## config.mk

```make
export PLATFORM = sky130hd
export DESIGN_NAME = signed_integer_extractor
export DESIGN_NICKNAME = d
export VERILOG_FILES = /design/src/rtl/sie_pkg.sv /design/src/rtl/sie_accum.sv /design/src/rtl/signed_integer_extractor.sv
export SDC_FILE = /design/constraint.sdc
export NUM_CORES = 1
export LEC_CHECK = 0
export BUFFER_PORTS_ARGS = -buffer_cell sky130_fd_sc_hd__buf_2
export CORE_ASPECT_RATIO = 1.4
export CORE_MARGIN = 2
export CORE_UTILIZATION = 50
export DETAILED_ROUTE_END_ITERATION = 8
export HOLD_SLACK_MARGIN = 0.03
export PLACE_DENSITY_LB_ADDON = 0.2
export SLEW_MARGIN = 5
export SYNTH_ARGS = -nofsm -noshare
export SYNTH_HDL_FRONTEND = slang
export SYNTH_SLANG_ARGS = --single-unit
```

## constraint.sdc

```tcl
create_clock -name clock -period 8.8 [get_ports clock]
set_clock_uncertainty 0.05 [all_clocks]
set_input_delay 2.2 -clock clock [delete_from_list [all_inputs] [get_ports clock]]
set_output_delay 2.2 -clock clock [all_outputs]
set_load 0.01 [all_outputs]
```

## src/rtl/sie_pkg.sv

```systemverilog
// Shared constants and types for the signed integer extractor.
// Used by sie_accum and signed_integer_extractor; depends on nothing.
package sie_pkg;

   localparam int CHAR_W   = 8;
   localparam int DIGIT_W  = 4;
   localparam int NUMBER_W = 32;

   localparam logic [CHAR_W-1:0] CH_ZERO  = 8'h30;
   localparam logic [CHAR_W-1:0] CH_NINE  = 8'h39;
   localparam logic [CHAR_W-1:0] CH_MINUS = 8'h2D;

   typedef struct packed {
      logic overflowed;
      logic has_number;
   } rsp_user_type;

   typedef struct packed {
      logic start;
      logic negative;
   } acc_ctl_type;

endpackage

```

## src/rtl/sie_accum.sv

```systemverilog
// Decimal digit accumulator with saturation for the signed integer extractor.
// Computes the next run magnitude from the current one and a digit.
// Depends on sie_pkg.
module sie_accum #(
   parameter int VALUE_WIDTH = 32
) (
   input  logic [VALUE_WIDTH-1:0]      acc_i,
   input  logic [sie_pkg::DIGIT_W-1:0] digit_i,
   input  sie_pkg::acc_ctl_type        ctl_i,
   output logic [VALUE_WIDTH-1:0]      acc_o,
   output logic                        sat_o,
   output logic [VALUE_WIDTH-1:0]      limit_o
);

   localparam int SUM_W = VALUE_WIDTH + 4;

   logic [VALUE_WIDTH-1:0] half;
   logic [SUM_W-1:0]       acc_ext;
   logic [SUM_W-1:0]       sum;
   logic                   over;

   assign half    = {1'b1, {(VALUE_WIDTH-1){1'b0}}};
   assign limit_o = ctl_i.negative ? half : half - VALUE_WIDTH'(1);

   // Times ten is eight times plus two times.
   assign acc_ext = SUM_W'(acc_i);
   assign sum     = (acc_ext << 3) + (acc_ext << 1) + SUM_W'(digit_i);
   assign over    = sum > SUM_W'(limit_o);

   always_comb begin
      if (ctl_i.start) begin
         acc_o = VALUE_WIDTH'(digit_i);
         sat_o = 1'b0;
      end else if (over) begin
         acc_o = limit_o;
         sat_o = 1'b1;
      end else begin
         acc_o = sum[VALUE_WIDTH-1:0];
         sat_o = 1'b0;
      end
   end

endmodule

```

## src/rtl/signed_integer_extractor.sv

```systemverilog
// Signed integer extractor, top level: scans characters and emits decimal numbers.
// Depends on sie_pkg and sie_accum.
//
// The request channel carries one character per request in req_tdata, with
// req_tlast marking the final character of a string. Every maximal run of
// decimal digits becomes a signed number; a minus sign directly before the
// run makes it negative. A response carries the number in rsp_tdata, with
// rsp_tuser[0] set when a number is present and rsp_tuser[1] set when its
// magnitude saturated. rsp_tlast marks the response caused by the last
// character; that response may carry no number.
// A request is accepted in every cycle in which the response register is
// empty or is being drained, so one character per cycle is sustained. A
// response appears in the cycle after the request that causes it, from a
// single stage of logic between the run state and the response register.
// When the receiver stalls, the response holds and req_tready drops until
// it is taken. Reset clears the run state and empties the response register.
module signed_integer_extractor #(
   parameter int VALUE_WIDTH = 32
) (
   input  logic        clock,
   input  logic        reset,
   input  logic        req_tvalid,
   output logic        req_tready,
   input  logic [7:0]  req_tdata,   // [7:0] char_code
   input  logic        req_tlast,
   output logic        rsp_tvalid,
   input  logic        rsp_tready,
   output logic [31:0] rsp_tdata,   // [31:0] number_value
   output logic [1:0]  rsp_tuser,   // [0] has_number, [1] overflowed
   output logic        rsp_tlast
);

   localparam int EXT_W = (VALUE_WIDTH > sie_pkg::NUMBER_W) ? VALUE_WIDTH : sie_pkg::NUMBER_W;

   logic [VALUE_WIDTH-1:0] acc_ff, acc_in;
   logic                   in_run_ff, in_run_in;
   logic                   neg_ff, neg_in;
   logic                   minus_ff, minus_in;
   logic                   ovf_ff, ovf_in;

   logic                         rsp_valid_ff, rsp_valid_in;
   logic [sie_pkg::NUMBER_W-1:0] rsp_data_ff, rsp_data_in;
   sie_pkg::rsp_user_type        rsp_user_ff, rsp_user_in;
   logic                         rsp_last_ff, rsp_last_in;

   logic                          accept;
   logic                          is_digit;
   logic                          emit;
   sie_pkg::acc_ctl_type          acc_ctl;
   logic [VALUE_WIDTH-1:0]        acc_next;
   logic                          acc_sat;
   logic [VALUE_WIDTH-1:0]        acc_limit;
   logic                          run_neg;
   logic                          run_ovf;
   logic [VALUE_WIDTH-1:0]        run_acc;
   logic signed [VALUE_WIDTH-1:0] value_signed;
   logic signed [EXT_W-1:0]       value_wide;

   assign req_tready = !rsp_valid_ff || rsp_tready;
   assign accept     = req_tvalid && req_tready;
   assign is_digit   = (req_tdata >= sie_pkg::CH_ZERO) && (req_tdata <= sie_pkg::CH_NINE);

   assign acc_ctl.start    = !in_run_ff;
   assign acc_ctl.negative = in_run_ff ? neg_ff : minus_ff;

   sie_accum #(
      .VALUE_WIDTH(VALUE_WIDTH)
   ) u_accum (
      .acc_i  (acc_ff),
      .digit_i(req_tdata[sie_pkg::DIGIT_W-1:0]),
      .ctl_i  (acc_ctl),
      .acc_o  (acc_next),
      .sat_o  (acc_sat),
      .limit_o(acc_limit)
   );

   // The run as it stands after this character.
   assign run_acc = is_digit ? acc_next : acc_ff;
   assign run_neg = is_digit ? acc_ctl.negative : neg_ff;
   assign run_ovf = is_digit ? (acc_sat || (in_run_ff && ovf_ff)) : ovf_ff;
   assign emit    = is_digit ? req_tlast : in_run_ff;

   assign value_signed = run_neg ? $signed(-run_acc) : $signed(run_acc);
   assign value_wide   = EXT_W'(value_signed);

   always_comb begin
      acc_in       = acc_ff;
      in_run_in    = in_run_ff;
      neg_in       = neg_ff;
      minus_in     = minus_ff;
      ovf_in       = ovf_ff;
      rsp_valid_in = rsp_valid_ff && !rsp_tready;
      rsp_data_in  = rsp_data_ff;
      rsp_user_in  = rsp_user_ff;
      rsp_last_in  = rsp_last_ff;
      if (accept) begin
         acc_in    = run_acc;
         in_run_in = in_run_ff || is_digit;
         neg_in    = run_neg;
         ovf_in    = run_ovf;
         minus_in  = (req_tdata == sie_pkg::CH_MINUS);
         if (emit) begin
            rsp_valid_in           = 1'b1;
            rsp_data_in            = value_wide[sie_pkg::NUMBER_W-1:0];
            rsp_user_in.has_number = 1'b1;
            rsp_user_in.overflowed = run_ovf;
            rsp_last_in            = req_tlast;
            acc_in                 = '0;
            in_run_in              = 1'b0;
            neg_in                 = 1'b0;
            ovf_in                 = 1'b0;
         end else if (req_tlast) begin
            rsp_valid_in           = 1'b1;
            rsp_data_in            = '0;
            rsp_user_in.has_number = 1'b0;
            rsp_user_in.overflowed = 1'b0;
            rsp_last_in            = 1'b1;
         end
         if (req_tlast) begin
            acc_in    = '0;
            in_run_in = 1'b0;
            neg_in    = 1'b0;
            ovf_in    = 1'b0;
            minus_in  = 1'b0;
         end
      end
   end

   always_ff @(posedge clock) begin
      if (reset) begin
         acc_ff       <= '0;
         in_run_ff    <= 1'b0;
         neg_ff       <= 1'b0;
         minus_ff     <= 1'b0;
         ovf_ff       <= 1'b0;
         rsp_valid_ff <= 1'b0;
      end else begin
         acc_ff       <= acc_in;
         in_run_ff    <= in_run_in;
         neg_ff       <= neg_in;
         minus_ff     <= minus_in;
         ovf_ff       <= ovf_in;
         rsp_valid_ff <= rsp_valid_in;
      end
   end

   always_ff @(posedge clock) begin
      rsp_data_ff <= rsp_data_in;
      rsp_user_ff <= rsp_user_in;
      rsp_last_ff <= rsp_last_in;
   end

   assign rsp_tvalid = rsp_valid_ff;
   assign rsp_tdata  = rsp_data_ff;
   assign rsp_tuser  = rsp_user_ff;
   assign rsp_tlast  = rsp_last_ff;

   a_ovf_has_number: assert property (@(posedge clock) disable iff (reset)
      rsp_tvalid && rsp_tuser[1] |-> rsp_tuser[0])
      else $error("overflow flag on a response without a number");

   a_empty_is_end: assert property (@(posedge clock) disable iff (reset)
      rsp_tvalid && !rsp_tuser[0] |-> rsp_tlast && (rsp_tdata == '0))
      else $error("response without a number that is not a clean string end");

   a_last_clears: assert property (@(posedge clock) disable iff (reset)
      accept && req_tlast |=> !in_run_ff && !minus_ff && !ovf_ff && (acc_ff == '0))
      else $error("run state not cleared after the last character");

   a_run_end_emits: assert property (@(posedge clock) disable iff (reset)
      accept && in_run_ff && !is_digit |=> rsp_tvalid && rsp_tuser[0])
      else $error("digit run ended without a number response");

   a_sat_at_limit: assert property (@(posedge clock) disable iff (reset)
      in_run_ff && ovf_ff |-> (acc_ff == acc_limit))
      else $error("saturated run not held at its limit");

endmodule

```

Word-level counts from Yosys, hierarchy flattened. Cells that the tools add are included.

Flip-flop bits (word level): 72. Input bits: 13. Output and inout bits: 37. Word-level logic and storage cells: 57.

Add/subtract/negate cells: 3. Magnitude comparators: 3. Equal/unequal tests: 1. Muxes and demuxes: 29. Reduce and logical (&&, ||, !) cells: 11.

Operators by type and width (count): 32-bit 2-to-1 mux (9); 35-bit by 33-bit adder with 36-bit output (1); 36-bit by 4-bit adder with 36-bit output (1); 36-bit by 32-bit > comparator with 1-bit output (1); 32-bit negation (1); 1-bit 2-to-1 mux (18); 8-bit by 6-bit == test with 1-bit output, second input constant (1); 8-bit by 6-bit >= comparator with 1-bit output, second input constant (1); 8-bit by 6-bit less-or-equal comparator with 1-bit output, second input constant (1); 1-bit logical AND (4); 2-bit 2-to-1 mux (2); 1-bit logical OR (3); 1-bit zero test (2); 2-bit AND reduction (1); 2-bit nonzero test (1).

Longest topological paths before layout.
Word-level depth: 9. Depth in mapped cells: 31. Depth with buffers taken out: 26.

Hierarchy. Synthesis repeated with hierarchy kept, for this count alone.

Cells, all modules: 924. Area total of the unflattened synthesis: 8064.0 µm².

Modules (own cells, without submodules): signed_integer_extractor (instances 1, cells an instance 424, area each 4255.3 µm², seq. area each 1791.7 µm²); sie_accum (instances 1, cells an instance 500, area each 3808.7 µm², seq. area each 0.0 µm²).

Least setup slack after synthesis. Ideal clock, no wire load.

Kind: input to register. Start point: input req_tdata[3]. End point: register rsp_data_ff, in the netlist rsp_tdata[20], data pin. Library setup time: 0.266 ns. Arrival time: 8.042 ns. Data required time: 8.484 ns. Setup slack: 0.442 ns. Stages on the path: 27. Path buffers: 2. Path through: fa_1 -> fa_1 -> a21o_1 -> a221oi_4 -> o221ai_1 -> a21oi_1 -> o21ai_0 -> xor2_1 -> ha_1 -> nand2_1 -> nor4_1 -> a22oi_1 -> and4_1 -> o211a_1 -> nand4_1 -> o31ai_1 -> nand2_1 -> clkbuf_1 -> clkbuf_1 -> o21ai_0 -> inv_1 -> ha_1 -> inv_1 -> a2111o_1 -> o41ai_2 -> xor2_1 -> nor2_1.

Longest elaborated chain between the ends: 8. Elaborated cells on any way between the ends: 13. Classes of those cells: add/sub: 2; order compare: 3; mux: 7; reduce/logical: 1.

RTL lines: from (decl) (RTL line signed_integer_extractor.sv:24) `input logic [7:0] req_tdata,`; 36-bit by 4-bit adder with 36-bit output (RTL line sie_accum.sv:27) `assign sum = (acc_ext << 3) + (acc_ext << 1) + SUM_W'(digit_i);`; 36-bit by 32-bit > comparator with 1-bit output (RTL line sie_accum.sv:28) `assign over = sum > SUM_W'(limit_o);`; 32-bit 2-to-1 mux (RTL line sie_accum.sv:34) `end else if (over) begin`; 32-bit 2-to-1 mux (RTL line sie_accum.sv:31) `if (ctl_i.start) begin`; 32-bit 2-to-1 mux (RTL line signed_integer_extractor.sv:78) `assign run_acc = is_digit ? acc_next : acc_ff;`; 32-bit negation (RTL line signed_integer_extractor.sv:83) `assign value_signed = run_neg ? $signed(-run_acc) : $signed(run_acc);`; 32-bit 2-to-1 mux (RTL line signed_integer_extractor.sv:83); 32-bit 2-to-1 mux (*) (RTL line signed_integer_extractor.sv:102) `if (emit) begin`; to (signal assigned) (RTL line signed_integer_extractor.sv:148) `rsp_data_ff <= rsp_data_in;`; to (decl) (RTL line signed_integer_extractor.sv:42) `logic [sie_pkg::NUMBER_W-1:0] rsp_data_ff, rsp_data_in;`.

Mark *: on every way between the ends. The rest lies on a longest branch, timed or not. A chain may end at the register's enable or synchronous reset.

Final worst setup path.
Start point: input req_tdata[3]. End point: register rsp_data_ff, in the netlist rsp_tdata[24], data pin.

The elaborated chain is that of the path after synthesis.

==> out/results.env <==
RUN_STATUS='completed'
STARTPOINT_KIND_OF_THE_WORST_SETUP_TIMING_PATH='input port'
POWER_DENSITY_nW_PER_UM2=97.87
DESIGN_POWER_TOTAL_uW=816.3
GRT_MAX_DEGREE=50
CORE.ROWCOUNT=53
FIRST_GLOBAL_VIAS=7219
HOLDCRITSTARTPOINT='minus_ff$_SDFFE_PP0P_'
AVGROUTEDWIREPERCELL_UM=19.99
NFILLCELLS=1441
SETUP-VIOLATIONS-FINAL=0
WHS_NS=0.4201
WORST_IR_DROP_VDD_mV=0.1831
SLEW_HEADROOM_PCT=26.03
POST-ROUTE-MIN-PERIOD_NS=8.268
GRT_ANTENNA_BEFORE_REPAIR=0
YS_SEQ_AREA_SHARE_PCT=23.74
INITIAL_DRC_COUNT=533
TIMING.SETUP.TNS_NS=0
LEAKAGE_uW=0.003633
GLOBAL_ROUTE_WIRE_LENGTH_BEFORE_REPAIR_UM=37630
FINAL_LAYOUT_SIZE_SUFFIX_GT1_SHARE_PCT=11.94
FIN_NETS=1094
DIE-WIDTH_UM=107.8
ANT_NETS=0
WORST_R2R_ENDPOINT='rsp_tdata[24]$_SDFFCE_PN0P_'
DIE_H_UM=149.4
HOLD-PATH-CELL-COUNT=2
GPL.FINAL_WEIGHTED_CONGESTION=0.9596
TIMING_WORST_SLEW_PIN_VALUE_NS=1.108
NETLIST_AREA_UM2=7547
CTS.SINK_COUNT=72
ROUTED_WL_UM=23590
CRITICALPATHCATEGORY='input port to flop'
DIE_AREA_UM2=16110
SYNTHCELLS=946
AREA.SEQUENTIAL_UM2=1792
STDCELL_COUNT=1180
REPORT.FINAL.HOLD_VIOL_COUNT=0
ANTENNA_CELLS=0
DETAIL_ROUTE.DRC_VIOLATIONS=0
SYNTH_FLOP_CELL='sky130_fd_sc_hd__dfxtp_1'
CLOCK_TRANSITION_AT_PATH_REGS_NS=0.06
BOUNDARYPINS=50
AVGSYNTHCELLAREA_UM2=7.978
ENDPOINT_REQUIRED_TIME_ON_THE_CRITICAL_PATH_NS=8.84
SYNTH_ENABLE_FLOP_CELLS=35
RSZ0062_AT_GRT='false'
PORTION_OF_THE_CLOCK_CYCLE_CONSUMED_BY_THE_WORST_PATH_IN_THE_FINAL_LAYOUT_PCT=93.96
YOSYSUNIQUECELLTYPES=83
POST_CTS_HOLD_BUFFER_COUNT=0
SYNTH.FF_LATCH_COUNT=72
DESIGN.CORE.AREA_UM2=14920
WORST-R2R-CELL-COUNT=23
SLEW_VIOL_FINAL=0
ASYNC_FLOP_SHARE_PCT=0
DRT_PRE_ANTENNA_ITERS=6
CRIT_FANOUT=11
HOLD_PATH.CLASS='flop to flop'
CRITPATHARRIVALTIME_NS=8.31
WORSTREG2REGSTART='acc_ff[11]$_SDFFE_PP0P_'
NUMCTSBUFFERS=9
RRSETUPSLACK_NS=1.93
CTSROOTBUFFERMASTER='sky130_fd_sc_hd__clkbuf_16'
WORSTSETUPENDPOINTTYPE='flop'
MULTI_INPUT_COMB_AREA_UM2=5487
INITIAL_UTILIZATION_PCT=50.58
YOSYSWARNINGCOUNT=0
DETAIL_ROUTED_VIA_COUNT_PER_CELL=6.446
DETAILED_PLACE_HPWL_UM=18350
CTS_REPAIR_RESIZE_COUNT=0
DP_CELLS=1164
TRITONCTS='yes'
NUMPORTBUFFERS=49
CLOCK_LATENCY_NS=0.34
HOLD_PATH_END='minus_ff$_SDFFE_PP0P_'
CTS_BUFFER_DEPTH=2
GRT_USAGE_PCT=29.66
VIAS=7606
POSTSYNTHNETCOUNT=1057
CTS-HTREE-LEVELS=3
MAX_CLOCK_FREQ_GHz=0.1209
GRT-OVFL-TOTAL=0
DRV.MAX_CAP_VIOLATION_COUNT=0
CTS_POST_SETUP_BUFFERS_INSERTED=0
FLOW.AREA_GROWTH_FROM_SYNTHESIS_PCT=10.51
-- cells by family after synthesis --
logic type | synth area share (%)
buffers and inverters | 3.680
AO/OA/AOI/OAI | 26.94
AND/OR/NAND/NOR | 22.88
adder cells (fa/ha/maj) | 16.45
XOR/XNOR | 5.786
flip-flops | 23.74
multiplexers | 0.5305
-- sequential cells by signal, indices dropped and copies added (netlist names) --
register	cells
acc_ff	32
rsp_tvalid	1
rsp_tdata	32
rsp_tuser	2
rsp_tlast	1
in_run_ff	1
neg_ff	1
ovf_ff	1
minus_ff	1
-- power breakdown --
part	leakage [uW]	total, uW	switching (uW)	internal [uW]
registers	0.000638	358	1.57	356
clock network	0.000150	403	153	250
logic	0.00285	55.0	38.7	16.3
-- layout by cell type (no fill, tap or decap), types with 5 or more instances in the layout --
cell type	netlist	layout
sky130_fd_sc_hd__a211oi_1	8	8
sky130_fd_sc_hd__a21o_1	14	14
sky130_fd_sc_hd__a21oi_1	77	77
sky130_fd_sc_hd__a22oi_1	28	28
sky130_fd_sc_hd__a2bb2oi_1	6	6
sky130_fd_sc_hd__a31oi_1	14	14
sky130_fd_sc_hd__and2_1	6	6
sky130_fd_sc_hd__and3_1	5	5
sky130_fd_sc_hd__and4_1	6	6
sky130_fd_sc_hd__buf_2	9	49
sky130_fd_sc_hd__buf_4	1	25
sky130_fd_sc_hd__clkbuf_16	0	9
sky130_fd_sc_hd__dfxtp_1	37	37
sky130_fd_sc_hd__edfxtp_1	35	35
sky130_fd_sc_hd__ha_1	96	96
sky130_fd_sc_hd__inv_1	17	17
sky130_fd_sc_hd__nand2_1	89	89
sky130_fd_sc_hd__nand2b_1	9	9
sky130_fd_sc_hd__nand3_1	11	11
sky130_fd_sc_hd__nand4_1	19	19
sky130_fd_sc_hd__nor2_1	132	132
sky130_fd_sc_hd__nor3_1	31	30
sky130_fd_sc_hd__nor4_1	7	7
sky130_fd_sc_hd__o211ai_1	7	7
sky130_fd_sc_hd__o21a_1	12	12
sky130_fd_sc_hd__o21ai_0	70	70
sky130_fd_sc_hd__o21bai_1	5	5
sky130_fd_sc_hd__o31ai_1	5	5
sky130_fd_sc_hd__o41ai_1	5	5
sky130_fd_sc_hd__or3_1	11	11
sky130_fd_sc_hd__xnor2_1	33	33
sky130_fd_sc_hd__xor2_1	15	15
-- synth_stat cells (4+ instances only) --
cell type	number	area, um2
sky130_fd_sc_hd__a211oi_1	8	60.06
sky130_fd_sc_hd__a21o_1	14	105.1
sky130_fd_sc_hd__a21oi_1	77	385.4
sky130_fd_sc_hd__a22oi_1	28	210.2
sky130_fd_sc_hd__a2bb2oi_1	6	52.55
sky130_fd_sc_hd__a31oi_1	14	87.58
sky130_fd_sc_hd__a41oi_1	4	35.03
sky130_fd_sc_hd__and2_1	6	37.54
sky130_fd_sc_hd__and3_1	5	31.28
sky130_fd_sc_hd__and4_1	6	52.55
sky130_fd_sc_hd__buf_2	9	45.04
sky130_fd_sc_hd__clkbuf_1	35	131.4
sky130_fd_sc_hd__dfxtp_1	37	740.7
sky130_fd_sc_hd__edfxtp_1	35	1051
sky130_fd_sc_hd__ha_1	96	1201
sky130_fd_sc_hd__inv_1	17	63.81
sky130_fd_sc_hd__mux2i_1	4	40.04
sky130_fd_sc_hd__nand2_1	89	334.1
sky130_fd_sc_hd__nand2b_1	9	56.30
sky130_fd_sc_hd__nand3_1	11	55.05
sky130_fd_sc_hd__nand4_1	19	118.9
sky130_fd_sc_hd__nor2_1	132	495.5
sky130_fd_sc_hd__nor3_1	31	155.2
sky130_fd_sc_hd__nor4_1	7	43.79
sky130_fd_sc_hd__nor4_2	4	50.05
sky130_fd_sc_hd__o211ai_1	7	52.55
sky130_fd_sc_hd__o21a_1	12	90.09
sky130_fd_sc_hd__o21ai_0	70	350.3
sky130_fd_sc_hd__o21bai_1	5	37.54
sky130_fd_sc_hd__o31ai_1	5	37.54
sky130_fd_sc_hd__o41ai_1	5	43.79
sky130_fd_sc_hd__or2_2	4	25.02
sky130_fd_sc_hd__or3_1	11	68.82
sky130_fd_sc_hd__xnor2_1	33	289.0
sky130_fd_sc_hd__xor2_1	15	131.4
-- critical path, stage by stage --
cell and delay (ns):
sky130_fd_sc_hd__buf_2 0.13, sky130_fd_sc_hd__fa_1 0.42, sky130_fd_sc_hd__ha_1 0.34, sky130_fd_sc_hd__a21oi_1 0.21
sky130_fd_sc_hd__nand2_1 0.11, sky130_fd_sc_hd__a31oi_1 0.36, sky130_fd_sc_hd__o31ai_1 0.21, sky130_fd_sc_hd__or3_1 0.35
sky130_fd_sc_hd__and2_1 0.18, sky130_fd_sc_hd__ha_1 0.28, sky130_fd_sc_hd__nand4_1 0.18, sky130_fd_sc_hd__nor4_1 0.49
sky130_fd_sc_hd__nand3_1 0.20, sky130_fd_sc_hd__o31ai_1 0.33, sky130_fd_sc_hd__and4_4 0.35, sky130_fd_sc_hd__nand3_1 0.16
sky130_fd_sc_hd__nor2_1 0.15, sky130_fd_sc_hd__o21ai_0 0.13, sky130_fd_sc_hd__inv_1 0.11, sky130_fd_sc_hd__ha_1 0.18
sky130_fd_sc_hd__inv_1 0.08, sky130_fd_sc_hd__a2111o_1 0.47, sky130_fd_sc_hd__nor4_2 0.42, sky130_fd_sc_hd__nor3_1 0.08
sky130_fd_sc_hd__o21a_1 0.19
-- worst max path at each step --
stage | startpoint | endpoint | slack [ns]
2_1_floorplan | req_tdata[3] | rsp_tdata[20]$_SDFFCE_PN0P_ | 0.44
3_3_place_gp | req_tdata[3] | rsp_tdata[20]$_SDFFCE_PN0P_ | 0.43
3_5_place_dp | req_tdata[3] | rsp_tdata[26]$_SDFFCE_PN0P_ | 0.26
4_1_cts | req_tdata[3] | rsp_tdata[26]$_SDFFCE_PN0P_ | 0.59
5_1_grt | req_tdata[3] | rsp_tdata[26]$_SDFFCE_PN0P_ | 0.02
6_report | req_tdata[3] | rsp_tdata[24]$_SDFFCE_PN0P_ | 0.53
-- cell type report --
cell class	instances	area share, %
clock buffer	10	2.745
clock inverter	6	1.110
inverter	18	0.8101
multi-input combinational	808	65.78
sequential	72	21.48
tap	192	2.880
timing repair buffer	74	5.191
-- through the flow --
stage	cell area [um2]	utilization [%]	setup WS, ns
6_report	8341	55.90	0.5317
5_1_grt	8341	55.90	0.01561
4_1_cts	8341	55.90	0.5921
3_5_place_dp	8019	53.74	0.2642
3_3_place_gp	8019	53.74	0.4304
2_1_floorplan	7547	-	0.4423
-- per-layer routing --
metal | global-route usage (%) | up-vias | share of wire [%]
met5 | 0 | - | 0
met4 | 14.23 | 0 | 4.9
met3 | 3.189 | 86 | 7.0
met2 | 51.32 | 356 | 48
met1 | 36.40 | 3529 | 40
li1 | - | 3635 | -
Note: power is estimated with default switching activity, not from simulation.
